### src/sv/pac_div.sv
// ----------------------------------------------------------------------------
// pac_div
// Pipelined unsigned restoring divider by an 8-bit divisor, two bits a stage.
// ----------------------------------------------------------------------------
module pac_div #(
  parameter int NW = 16
) (
  input  logic          clk,
  input  logic          en,
  input  logic [NW-1:0] num,
  input  logic [7:0]    den,
  output logic [NW-1:0] quo
);

  localparam int STG = (NW + 1) / 2;
  localparam int NP  = 2 * STG;

  logic [7:0]    rem_r [STG];
  logic [NP-1:0] acc_r [STG];
  logic [7:0]    den_r [STG];
  logic [7:0]    rem_nxt [STG];
  logic [NP-1:0] acc_nxt [STG];
  logic [7:0]    den_nxt [STG];

  // two restoring steps
  function automatic logic [8+NP-1:0] step2(input logic [7:0] rem,
                                            input logic [NP-1:0] acc,
                                            input logic [7:0] dv);
    logic [8:0]    r;
    logic [7:0]    rr;
    logic [NP-1:0] a;
    rr = rem;
    a  = acc;
    for (int k = 0; k < 2; k++) begin
      r = {rr, a[NP-1]};
      a = {a[NP-2:0], 1'b0};
      if (r >= {1'b0, dv}) begin
        r    = r - {1'b0, dv};
        a[0] = 1'b1;
      end
      rr = r[7:0];
    end
    return {rr, a};
  endfunction

  // stage logic
  always_comb begin
    for (int s = 0; s < STG; s++) begin
      if (s == 0) begin
        {rem_nxt[s], acc_nxt[s]} = step2(8'd0, NP'(num), den);
        den_nxt[s] = den;
      end else begin
        {rem_nxt[s], acc_nxt[s]} = step2(rem_r[s-1], acc_r[s-1], den_r[s-1]);
        den_nxt[s] = den_r[s-1];
      end
    end
  end

  always_ff @(posedge clk) begin
    if (en) begin
      for (int s = 0; s < STG; s++) begin
        rem_r[s] <= rem_nxt[s];
        acc_r[s] <= acc_nxt[s];
        den_r[s] <= den_nxt[s];
      end
    end
  end

  assign quo = acc_r[STG-1][NW-1:0];

endmodule

### config.mk
export PLATFORM = sky130hd
export DESIGN_NAME = pac_div
export DESIGN_NICKNAME = d
export VERILOG_FILES = /design/src/sv/pac_div.sv
export SDC_FILE = /design/constraint.sdc
export NUM_CORES = 1
export LEC_CHECK = 0
export ABC_AREA = 1
export BUFFER_PORTS_ARGS = -buffer_cell sky130_fd_sc_hd__buf_2
export CAP_MARGIN = 40
export CORE_MARGIN = 1
export CORE_UTILIZATION = 26
export CTS_BUF_LIST = sky130_fd_sc_hd__clkbuf_16
export CTS_CLUSTER_DIAMETER = 100
export CTS_CLUSTER_SIZE = 25
export DETAILED_ROUTE_END_ITERATION = 7
export GPL_TIMING_DRIVEN = 0
export HOLD_SLACK_MARGIN = 0.15
export PLACE_DENSITY = 0.38
export SKIP_LAST_GASP = 1
export SLEW_MARGIN = 40
export SYNTH_ARGS = -nofsm -noshare
export SYNTH_HDL_FRONTEND = slang
export SYNTH_SLANG_ARGS = --single-unit
### constraint.sdc
create_clock -name clk -period 3.2 [get_ports clk]
set_input_delay 0.48 -clock clk [delete_from_list [all_inputs] [get_ports clk]]
set_output_delay 0.48 -clock clk [all_outputs]
set_load 0.005 [all_outputs]
==> summary.md <==
| Metric | Value |
|---|---|
| Yosys reg bits | 240 |
| CTS root buf | clkbuf_16 |
| Num CTS Buffers | 18 |
| Clk Latency, worst-skew pair | approximately 530 ps |
| I/O Buffers | approximately 40 |
| Slowest stage delay, CP | 490 ps |
| WS Path Type | reg2reg |
| Clk buf depth | 3 |
| F_max | between 0.3 and 0.4 GHz |
| Worst-case clock skew | around 22 ps |
| CTS tree | done |
| Slew @ Worst Pin | roughly 400 ps |
| Syn Area/Cell | 9.46 µm² |
| Slowest cell on crit path | edfxtp_1 |
| Synth top area cells | edfxtp_1, nand2_1, ha_1 |
| Synth Cell Area | 14,700 µm² |
| Synthesized instance count | 1,553 |
| Cell mode on critical path | nand2_2 |
| Lkg Pwr | 8.48 nW |
| R2r endpoint | rem_r[3][7] |
| Vias in the first global route | 10,600 |
| Core ar. | between 50,000 and 60,000 µm² |
| Slew margin rel. | 73.2% |
| Seq/Total Area, Yosys | 49.1% |
| Status | finished, final reports clean |
| Global-route wire length before repair | about 56 mm |
| Routed wire length | 36.5 mm |
| Largest net degree at the start of global routing | 77 |
| Die height | 240 µm |
| # IOs | 42 |
| Nets@finish | 1,965 |
| Row cnt | 86 |
| Detailed Route Iter0 Violations | 508 |
| Most frequent cells in the layout | nand2_1, edfxtp_1, inv_1, buf_4, nand3_1 |
| WP data required | between 3000 and 4000 ps |
| EDFF count, synth | 240 |
| Starting Density | roughly a quarter |
| Unrepaired setup endpoints after global routing | true |
| Commonest non-fill, non-tap cell in the layout | nand2_1 |
| Hold Path Stages | 1 |
| Clk sinks | 240 |
| Cell accounting for the most synthesized area | edfxtp_1 |
| Vias | 11,100 |
| Peak VDD IR | around 0.00044 V |
| Cell Pwr Density | 1080 nW/µm² |
| Post-synth ARST share | 0% |
| Cell Chain, Critical Path | ha_4 -> nand2_1 -> nor2_1 -> nand2_1 -> nand3_2 -> nand2_4 -> buf_6 -> buf_4 -> nand3_2 -> nand2_2 -> ha_4 -> a21oi_4 -> nand2_2 -> nand2_1 -> o211ai_1 -> nand2_2 -> buf_12 -> nand3_4 -> nand2_2 -> nand2_2 |
| Synth Net Count | 1,715 |
| Post-route total power | 0.0210 W |
| Final ANT Viol Nets | 0 |
| DRC viols | 0 |
| Aggregate global-route resource usage | 12.2% |
| WP data arrival | 3440 ps |
| Wire per inst | 14.2 µm |
| Hold Crit Class | in2reg |
| Maxcap violations | 0 |
| Setup WS post-layout | 47.4 ps |
| Clock transition at path regs | 100 ps |
| Worst slack, placed | -567 ps |
| H-tree Lvls | 1 |
| Gp weighted congestion | 0.838 |
| Final period utilization | 98.5% |
| Period minus WS final | 3150 ps |
| Max FO, Critical Path | 6 |
| Syn-to-layout area delta | 32.8% |
| Ys Warns | 0 |
| Worst R2R Path Depth | 20 |
| Die area | between 50,000 and 60,000 µm² |
| Layout cell share with drive strength beyond 1 | 31.3% |
| CP Launch Type | register |
| RR Startpoint | rem_r[2][2] |
| Flop2flop setup slack | ~47 ps |
| Synth unique cells | 40 |
| Via density | approximately 4.3 |
| Final Hold Fails | 0 |
| Final slew viol count | 0 |
| DRT Pass-1 Iters | 5 |
| Critical Path End Type | register |
| Die width | 240 µm |
| Yosys top cell area share | 49.1% |
| Global route overflow | 0 |
| Final setup vio count | 0 |
| Hold worst-path end | den_r[0][2] |
| Post-DP HPWL | roughly 26 mm |
| Top_reg_cell synth | edfxtp_1 |
| Inserted Diodes | 0 |
| Hold path start | den[2] |
| Initial antenna violation count | 0 |
## cells in the mapped netlist, types with 4 or more instances
cell and count:
a21o_1 5, a21oi_1 65, a31oi_1 6, buf_4 16
buf_6 4, edfxtp_1 240, fa_1 14, ha_1 122
inv_1 217, inv_2 10, nand2_1 439, nand2_2 10
nand2_4 4, nand3_1 130, nand3_2 7, nand3_4 8
nand3b_1 4, nand4_1 51, nor2_1 76, nor2_4 6
nor3_1 14, o21ai_0 11, or2_2 8, xnor2_1 20
xor2_1 42
## routing by layer
metal	GRT usage [%]	vias up	part of all wire [%]
met5	0	-	0
met4	2.95	0	1.7
met3	1.46	31	2.5
met2	21.0	122	49
met1	16.3	5246	47
li1	-	5730	-
## worst max-delay path, delay by kind of cell, from the launching register on
kind / cells / cell delay (ps)
flops: 1 / 490
simple gates: 13 / 1200
compound gates: 2 / 260
buf+inv: 3 / 380
fa+ha+maj: 2 / 580
## through the flow
step | hold WS (ps) | area, µm² | cells | setup TNS (ps) | utilization (%)
floorplan | 400 | 14700 | 1553 | 0 | -
finish | 183 | 19500 | 2561 | 0 | 35.2
global placement | 403 | 15800 | 2342 | -498280 | 28.6
global route | 162 | 19500 | 2561 | -940 | 35.2
CTS | 150 | 17600 | 2440 | 0 | 31.8
detailed placement | 405 | 15900 | 2345 | -21810 | 28.7
## state kept, by name (all words and copies together) (netlist names)
register,cells
rem_r,56
acc_r,128
den_r,56
## report_power, final
group / total (W) / switching [W] / internal (W) / leakage (nW)
logic: 0.0136 / 0.00739 / 0.00617 / 5.83
clock network: 0.00254 / 0.00135 / 0.00119 / 0.309
registers: 0.00495 / 0.000425 / 0.00452 / 2.34
## area by class of cell
| cell class | instances | area (µm²) |
|---|---|---|
| plain buffers | 21 | 184 |
| clock buffers | 19 | 475 |
| clock inverters | 11 | 159 |
| fillers | 5654 | 35900 |
| inverters | 229 | 885 |
| multi-input cells | 1069 | 7840 |
| flip-flops and latches | 240 | 7210 |
| well taps | 748 | 936 |
| repair buffers | 224 | 1820 |
## kinds of logic after synthesis
logic type	after synthesis	synth area share, %
flip-flops	240	49.1
adder cells (fa/ha/maj)	136	12.3
AO/OA/AOI/OAI	101	3.88
AND/OR/NAND/NOR	764	24.0
XOR/XNOR	62	3.70
buffers and inverters	250	7.04
## worst max path at each step
stage	from	endpoint	slack, ps	cells after the start
after floorplan	den_r[0][1]	rem_r[1][6]	230	20
after global placement	en	acc_r[1][62]	-2010	1
after detailed placement	den_r[0][1]	rem_r[1][0]	-570	20
after CTS	den_r[5][2]	rem_r[6][0]	0.4	20
after global routing	rem_r[2][1]	rem_r[3][7]	-80	20
final	rem_r[2][2]	rem_r[3][7]	50	20
## what timing repair did
action                                 4_1_cts  5_1_grt
gates cloned                                 0        8
setup buffers                               48      112
endpoints found under the hold margin       17        1
resized for setup                           92      216
pin swaps                                   21       91
hold buffers                                17        1
setup endpoints to repair                   55       64
Power figures use the tool's default switching activity.
