File: src/sv/pac_pkg.sv
// ----------------------------------------------------------------------------
// pac_pkg
// Shared types, constants and helpers for the pixel alpha compositor.
// ----------------------------------------------------------------------------
package pac_pkg;

  // configuration register indexes
  typedef enum logic [2:0] {
    CFG_SOFT_MASK_ON  = 3'd0,
    CFG_SHAPE_ON      = 3'd1,
    CFG_BACKDROP_ON   = 3'd2,
    CFG_NON_ISOLATED  = 3'd3,
    CFG_KNOCKOUT_ON   = 3'd4,
    CFG_KNOCKOUT_LVL  = 3'd5,
    CFG_OPAQUE_MODE   = 3'd6,
    CFG_CHANNELS_RGB  = 3'd7
  } cfg_idx_t;

  localparam logic [7:0]  ALPHA_FULL = 8'hff;
  // ceil(2^32 / 255), exact for dividends below 2^24
  localparam logic [24:0] RECIP_255  = 25'h1010102;
  localparam int          NUM_LANES  = 3;

  // per-channel operands handed to a lane
  typedef struct packed {
    logic [7:0]         s;
    logic [7:0]         d;
    logic signed [16:0] t;
    logic               corr;
    logic [7:0]         as;
    logic [7:0]         ai;
  } lane_in_t;

  // rounded divide by 255 of a 16-bit product
  function automatic logic [7:0] div255(input logic [15:0] x);
    logic [16:0] sum;
    sum = {1'b0, x} + {9'b0, x[15:8]} + 17'd128;
    return sum[15:8];
  endfunction

endpackage

File: src/sv/pac_div.sv
// ----------------------------------------------------------------------------
// pac_div
// Pipelined unsigned restoring divider by an 8-bit divisor, two bits a stage.
// ----------------------------------------------------------------------------
module pac_div #(
  parameter int NW = 16
) (
  input  logic          clk,
  input  logic          en,
  input  logic [NW-1:0] num,
  input  logic [7:0]    den,
  output logic [NW-1:0] quo
);

  localparam int STG = (NW + 1) / 2;
  localparam int NP  = 2 * STG;

  logic [7:0]    rem_r [STG];
  logic [NP-1:0] acc_r [STG];
  logic [7:0]    den_r [STG];
  logic [7:0]    rem_nxt [STG];
  logic [NP-1:0] acc_nxt [STG];
  logic [7:0]    den_nxt [STG];

  // two restoring steps
  function automatic logic [8+NP-1:0] step2(input logic [7:0] rem,
                                            input logic [NP-1:0] acc,
                                            input logic [7:0] dv);
    logic [8:0]    r;
    logic [7:0]    rr;
    logic [NP-1:0] a;
    rr = rem;
    a  = acc;
    for (int k = 0; k < 2; k++) begin
      r = {rr, a[NP-1]};
      a = {a[NP-2:0], 1'b0};
      if (r >= {1'b0, dv}) begin
        r    = r - {1'b0, dv};
        a[0] = 1'b1;
      end
      rr = r[7:0];
    end
    return {rr, a};
  endfunction

  // stage logic
  always_comb begin
    for (int s = 0; s < STG; s++) begin
      if (s == 0) begin
        {rem_nxt[s], acc_nxt[s]} = step2(8'd0, NP'(num), den);
        den_nxt[s] = den;
      end else begin
        {rem_nxt[s], acc_nxt[s]} = step2(rem_r[s-1], acc_r[s-1], den_r[s-1]);
        den_nxt[s] = den_r[s-1];
      end
    end
  end

  always_ff @(posedge clk) begin
    if (en) begin
      for (int s = 0; s < STG; s++) begin
        rem_r[s] <= rem_nxt[s];
        acc_r[s] <= acc_nxt[s];
        den_r[s] <= den_nxt[s];
      end
    end
  end

  assign quo = acc_r[STG-1][NW-1:0];

endmodule

File: src/sv/pac_lane.sv
// ----------------------------------------------------------------------------
// pac_lane
// One color channel: non-isolated correction and weighted blend, 14 stages.
// ----------------------------------------------------------------------------
module pac_lane (
  input  logic              clk,
  input  logic              en,
  input  pac_pkg::lane_in_t li,
  output logic [7:0]        res
);

  localparam int DLAT = 9;

  // stage 1
  pac_pkg::lane_in_t  l1_r;
  logic signed [25:0] prod1_r;
  // stage 2
  pac_pkg::lane_in_t  l2_r;
  logic [15:0]        qm_r;
  logic               qneg_r;
  // stage 3
  pac_pkg::lane_in_t  l3_r;
  logic [7:0]         cs_r;
  // stage 4
  logic signed [17:0] m1_r;
  logic [15:0]        m2_r;
  logic               zero4_r;
  logic [7:0]         ai4_r;
  // divider side band
  logic               neg_r  [DLAT];
  logic               zero_r [DLAT];
  logic [7:0]         res_r;

  logic signed [8:0]  diff;
  logic [24:0]        mag1;
  logic [48:0]        rprod;
  logic signed [17:0] csum;
  logic signed [8:0]  wdiff;
  logic signed [18:0] num;
  logic [17:0]        nmag;
  logic [17:0]        quo;
  logic [7:0]         res_nxt;

  always_comb begin
    diff  = $signed({1'b0, li.s}) - $signed({1'b0, li.d});
    mag1  = prod1_r[25] ? 25'(-prod1_r) : prod1_r[24:0];
    rprod = 49'(mag1[23:0]) * 49'(pac_pkg::RECIP_255);
    csum  = $signed({10'b0, l2_r.s}) +
            (qneg_r ? -$signed({2'b0, qm_r}) : $signed({2'b0, qm_r}));
    wdiff = $signed({1'b0, l3_r.ai}) - $signed({1'b0, l3_r.as});
    num   = 19'(m1_r) + $signed({3'b0, m2_r});
    nmag  = num[18] ? 18'(-num) : num[17:0];
    if (zero_r[DLAT-1] || neg_r[DLAT-1]) res_nxt = 8'd0;
    else if (quo > 18'd255)             res_nxt = 8'hff;
    else                                res_nxt = quo[7:0];
  end

  // magnitude divide of the weighted sum by the combined alpha
  pac_div #(.NW(18)) u_div (
    .clk (clk),
    .en  (en),
    .num (nmag),
    .den (ai4_r),
    .quo (quo)
  );

  always_ff @(posedge clk) begin
    if (en) begin
      // correction product
      l1_r    <= li;
      prod1_r <= 26'(diff) * 26'(li.t);
      // divide by 255 toward zero
      l2_r    <= l1_r;
      qm_r    <= rprod[47:32];
      qneg_r  <= prod1_r[25];
      // clamped corrected source
      l3_r <= l2_r;
      if (!l2_r.corr)          cs_r <= l2_r.s;
      else if (csum < 0)       cs_r <= 8'd0;
      else if (csum > 18'sd255) cs_r <= 8'hff;
      else                     cs_r <= csum[7:0];
      // blend products
      m1_r    <= 18'(wdiff) * $signed({10'b0, l3_r.d});
      m2_r    <= 16'(l3_r.as) * 16'(cs_r);
      zero4_r <= (l3_r.ai == 8'd0);
      ai4_r   <= l3_r.ai;
      // side band follows the divider
      neg_r[0]  <= num[18];
      zero_r[0] <= zero4_r;
      for (int i = 1; i < DLAT; i++) begin
        neg_r[i]  <= neg_r[i-1];
        zero_r[i] <= zero_r[i-1];
      end
      res_r <= res_nxt;
    end
  end

  assign res = res_r;

endmodule
File: config.mk
export PLATFORM = sky130hd
export DESIGN_NAME = pac_lane
export DESIGN_NICKNAME = d
export VERILOG_FILES = /design/src/sv/pac_pkg.sv /design/src/sv/pac_div.sv /design/src/sv/pac_lane.sv
export SDC_FILE = /design/constraint.sdc
export NUM_CORES = 2
export LEC_CHECK = 0
export BUFFER_PORTS_ARGS = -buffer_cell sky130_fd_sc_hd__buf_2
export CAP_MARGIN = 20
export CORE_ASPECT_RATIO = 1.2
export CORE_MARGIN = 8
export CORE_UTILIZATION = 55
export DETAILED_ROUTE_END_ITERATION = 6
export MAX_ROUTING_LAYER = met4
export PLACE_DENSITY_LB_ADDON = 0.3
export SLEW_MARGIN = 0
export SYNTH_ARGS = -nofsm -noshare
export SYNTH_HDL_FRONTEND = slang
export SYNTH_HIERARCHICAL = 1
export SYNTH_SLANG_ARGS = --single-unit
File: constraint.sdc
create_clock -name clk -period 8.5 [get_ports clk]
set_input_delay 0.425 -clock clk [delete_from_list [all_inputs] [get_ports clk]]
set_output_delay 0.425 -clock clk [all_outputs]
set_load 0.01 [all_outputs]
==> impl_metrics.prom <==
# TYPE chip_impl_metric gauge
chip_impl_metric{name="slew-limit-headroom",unit=""} 0.3350
chip_impl_metric{name="detailroute.via_count",unit=""} 24630
chip_impl_metric{name="grt-ovfl-total",unit=""} 0
chip_impl_metric{name="clock_sink_count",unit=""} 499
chip_impl_metric{name="syn_avg_cell_area",unit="µm²"} 11.23
chip_impl_metric{name="wire_per_inst",unit="µm"} 15.80
chip_impl_metric{name="timing.final.setup_violations",unit=""} 0
chip_impl_metric{name="finish.instance_area",unit="mm²"} 0.04238
chip_impl_metric{name="vias_per_cell",unit=""} 5.425
chip_impl_info{name="startpoint_type",value="input port"} 1
chip_impl_info{name="critical-path-top-cell-by-count",value="fa_1"} 1
chip_impl_metric{name="setup-tns-final",unit="ns"} 0
chip_impl_metric{name="xor_and_xnor_fraction_of_the_mapped_netlist_area",unit=""} 0.04554
chip_impl_metric{name="detailed_place_hpwl",unit="mm"} 56.95
chip_impl_metric{name="dieHeight",unit="µm"} 308.0
chip_impl_info{name="critical_path_capture_point_type",value="register"} 1
chip_impl_info{name="worstHoldPathType",value="input port to register"} 1
chip_impl_metric{name="floorplan.die_area",unit="mm²"} 0.07985
chip_impl_info{name="clock_tree_from_tritoncts",value="yes"} 1
chip_impl_metric{name="track_usage",unit=""} 0.1853
chip_impl_info{name="grt_setup_unrepaired",value="false"} 1
chip_impl_metric{name="worst-endpoint-arrival",unit="ns"} 8.02
chip_impl_metric{name="die_x",unit="µm"} 259.3
chip_impl_metric{name="place_area",unit="mm²"} 0.04035
chip_impl_metric{name="asyncSetResetFlopFracSynth",unit=""} 0
chip_impl_metric{name="num_rows",unit=""} 107
chip_impl_metric{name="drt.antenna.violating_nets",unit=""} 0
chip_impl_metric{name="max-clock-path-buffers",unit=""} 3
chip_impl_metric{name="fillerInstances",unit=""} 5749
chip_impl_metric{name="fmax",unit="GHz"} 0.1298
chip_impl_metric{name="finalMaxSlewViolations",unit=""} 0
chip_impl_metric{name="synth.yosys.warnings",unit=""} 6
chip_impl_metric{name="global_route_wire_length_before_repair",unit="mm"} 119.8
chip_impl_metric{name="cap_viol_max_count",unit=""} 0
chip_impl_info{name="layout.cells.most_common_list",value="inv_1, edfxtp_1, ha_1, fa_1, nand2_1"} 1
chip_impl_metric{name="initial_utilization",unit=""} 0.5527
chip_impl_metric{name="clock_insertion_delay_worst_skew",unit="ns"} 0.61
chip_impl_metric{name="max_stage_delay",unit="ns"} 0.57
chip_impl_metric{name="synth_simple_gate_area_frac",unit=""} 0.1042
chip_impl_metric{name="worstPathMaxFanout",unit=""} 3
chip_impl_metric{name="drc_errors",unit=""} 0
chip_impl_metric{name="synthesis.area",unit="mm²"} 0.03907
chip_impl_metric{name="clock_skew",unit="ns"} 0.03593
chip_impl_metric{name="grt_start_max_net_pins",unit=""} 104
chip_impl_metric{name="initialDrtViolationCount",unit=""} 881
chip_impl_metric{name="share_of_the_synthesized_area_in_compound_gates_ao_oa_aoi_oai",unit=""} 0.09620
chip_impl_metric{name="hold_viol_final",unit=""} 0
chip_impl_metric{name="postSynthRegisterBits",unit=""} 499
chip_impl_info{name="crit_path_top_delay_cell",value="fa_1"} 1
chip_impl_metric{name="total_area_of_multi_input_combinational_cells",unit="mm²"} 0.02180
chip_impl_metric{name="grt_antenna_before_repair",unit=""} 0
chip_impl_info{name="criticalPathCategory",value="input port to register"} 1
chip_impl_metric{name="drive_gt1_frac",unit=""} 0.06888
chip_impl_metric{name="mapped_nets",unit=""} 4268
chip_impl_metric{name="finalHoldWorstSlack",unit="ns"} 0.04042
chip_impl_metric{name="area_growth",unit="%"} 8.474
chip_impl_metric{name="post-route-min-period",unit="ns"} 7.702
chip_impl_metric{name="core_area",unit="mm²"} 0.07069
chip_impl_metric{name="synth_enable_flop_cells",unit=""} 499
chip_impl_metric{name="synth_fa_ha_area_frac",unit=""} 0.2853
chip_impl_metric{name="synth.yosys.seq_area_share",unit=""} 0.3835
chip_impl_info{name="outcome",value="complete, no violations"} 1
chip_impl_info{name="cts-root-buf",value="clkbuf_16"} 1
chip_impl_metric{name="final_nets",unit=""} 4361
chip_impl_metric{name="cts.htree.levels",unit=""} 2
chip_impl_metric{name="post_route_clock_period_utilization",unit=""} 0.9062
chip_impl_metric{name="drt_pre_antenna_iters",unit=""} 5
chip_impl_metric{name="num_antenna_cells",unit=""} 0
chip_impl_metric{name="cts_made_buffers",unit=""} 51
chip_impl_metric{name="io_pins",unit=""} 60
chip_impl_metric{name="port_buffers",unit=""} 59
chip_impl_metric{name="synth_cells",unit=""} 3480
chip_impl_metric{name="yosysUniqueCellTypes",unit=""} 95
chip_impl_metric{name="fin_util",unit=""} 0.5995
chip_impl_metric{name="worst_slew_pin_slew",unit="ns"} 0.9975
chip_impl_metric{name="synth_mux_area_frac",unit=""} 0.02677
chip_impl_info{name="layout.cells.most_common",value="inv_1"} 1
chip_impl_metric{name="register_area",unit="mm²"} 0.01498
chip_impl_metric{name="routabilityCongestion",unit=""} 0.9026
chip_impl_info{name="synth_top_family_by_area",value="adder cells"} 1
chip_impl_metric{name="via_count_of_the_first_global_routing_pass",unit=""} 25220
chip_impl_metric{name="worst-endpoint-required",unit="ns"} 8.82
chip_impl_info{name="postSynth.topFlopCell",value="edfxtp_1"} 1
chip_impl_metric{name="path_clk_slew",unit="ns"} 0.06
chip_impl_metric{name="wirelength",unit="mm"} 71.74
-- synth_stat cells (36+ instances only) --
| master | n | area share |
|---|---|---|
| ha_1 | 478 | 0.15 |
| a21oi_1 | 155 | 0.020 |
| inv_1 | 526 | 0.051 |
| nand2b_1 | 57 | 0.0091 |
| and2_1 | 151 | 0.024 |
| nor2_1 | 155 | 0.015 |
| nand2_1 | 196 | 0.019 |
| o21ai_0 | 122 | 0.016 |
| xor2_1 | 52 | 0.012 |
| edfxtp_1 | 499 | 0.38 |
| nand3_1 | 36 | 0.0046 |
| o21a_1 | 39 | 0.0075 |
| nor2b_1 | 51 | 0.0082 |
| nor3_1 | 45 | 0.0058 |
| xnor2_1 | 148 | 0.033 |
| a21o_1 | 46 | 0.0088 |
| fa_1 | 258 | 0.13 |
-- area by class of cell --
| type | instances | area share |
|---|---|---|
| multi-input cells | 2395 | 0.5144 |
| flip-flops and latches | 499 | 0.3536 |
| inverters | 530 | 0.04700 |
| clock buffers | 56 | 0.03106 |
| well taps | 926 | 0.02734 |
| repair buffers | 96 | 0.01506 |
| clock inverters | 39 | 0.01157 |
-- metrics by stage --
stage | setup WS (ns) | instances
2_1_floorplan | 1.273 | 3480
3_3_place_gp | 0.6637 | 4424
3_5_place_dp | 0.5802 | 4424
4_1_cts | 0.7892 | 4541
5_1_grt | 0.1512 | 4541
6_report | 0.7975 | 4541
-- cells by family after synthesis --
group	after synthesis
simple gates	797
fa+ha+maj	736
buf+inv	586
compound gates	570
flops	499
xor+xnor	201
mux	91
-- final timing paths --
| check | depth (start not counted) | to | slack (ns) | from |
|---|---|---|---|---|
| worst max-delay path | 29 | prod1_r[22] | 0.80 | li[43] |
| worst min-delay path | 1 | l1_r[46] | 0.04 | li[46] |
| worst max register to register | 24 | m1_r[16] | 1.50 | l3_r[8] |
| worst min register to register | 0 | u_div/acc_r[0][157] | 0.40 | u_div/acc_r[0][137] |
-- routing by layer --
metal	track usage	vias to the layer above	part of all wire
met5	-	-	0
met4	0.05063	0	0.026
met3	0.02330	112	0.031
met2	0.3370	332	0.52
met1	0.2139	11950	0.42
li1	-	12240	-
-- registers in the layout, summed over array words and instances, names as in the netlist --
register,flops
u_div/rem_r,64
cs_r,8
ai4_r,8
neg_r,9
m1_r,18
u_div/den_r,64
l2_r,33
l3_r,24
l1_r,33
res,8
m2_r,16
prod1_r,25
zero_r,9
qneg_r,1
u_div/acc_r,162
qm_r,16
zero4_r,1
-- repair_timing --
item / CTS / global route
gates resized for setup: 0 / 0
hold buffers: 22 / 0
buffers inserted: 0 / 0
endpoints found under the hold margin: 22 / 0
-- worst max-delay path: cells and delay by family --
family / cells / cell delay [ns]
adder cells (fa/ha/maj): 7 / 3.26
XOR/XNOR: 2 / 0.31
AO/OA/AOI/OAI: 11 / 2.74
buffers and inverters: 5 / 0.83
AND/OR/NAND/NOR: 4 / 0.44
Power is not shown: default switching activity piles up to over one toggle a cycle in this logic, so the estimate is an artifact.
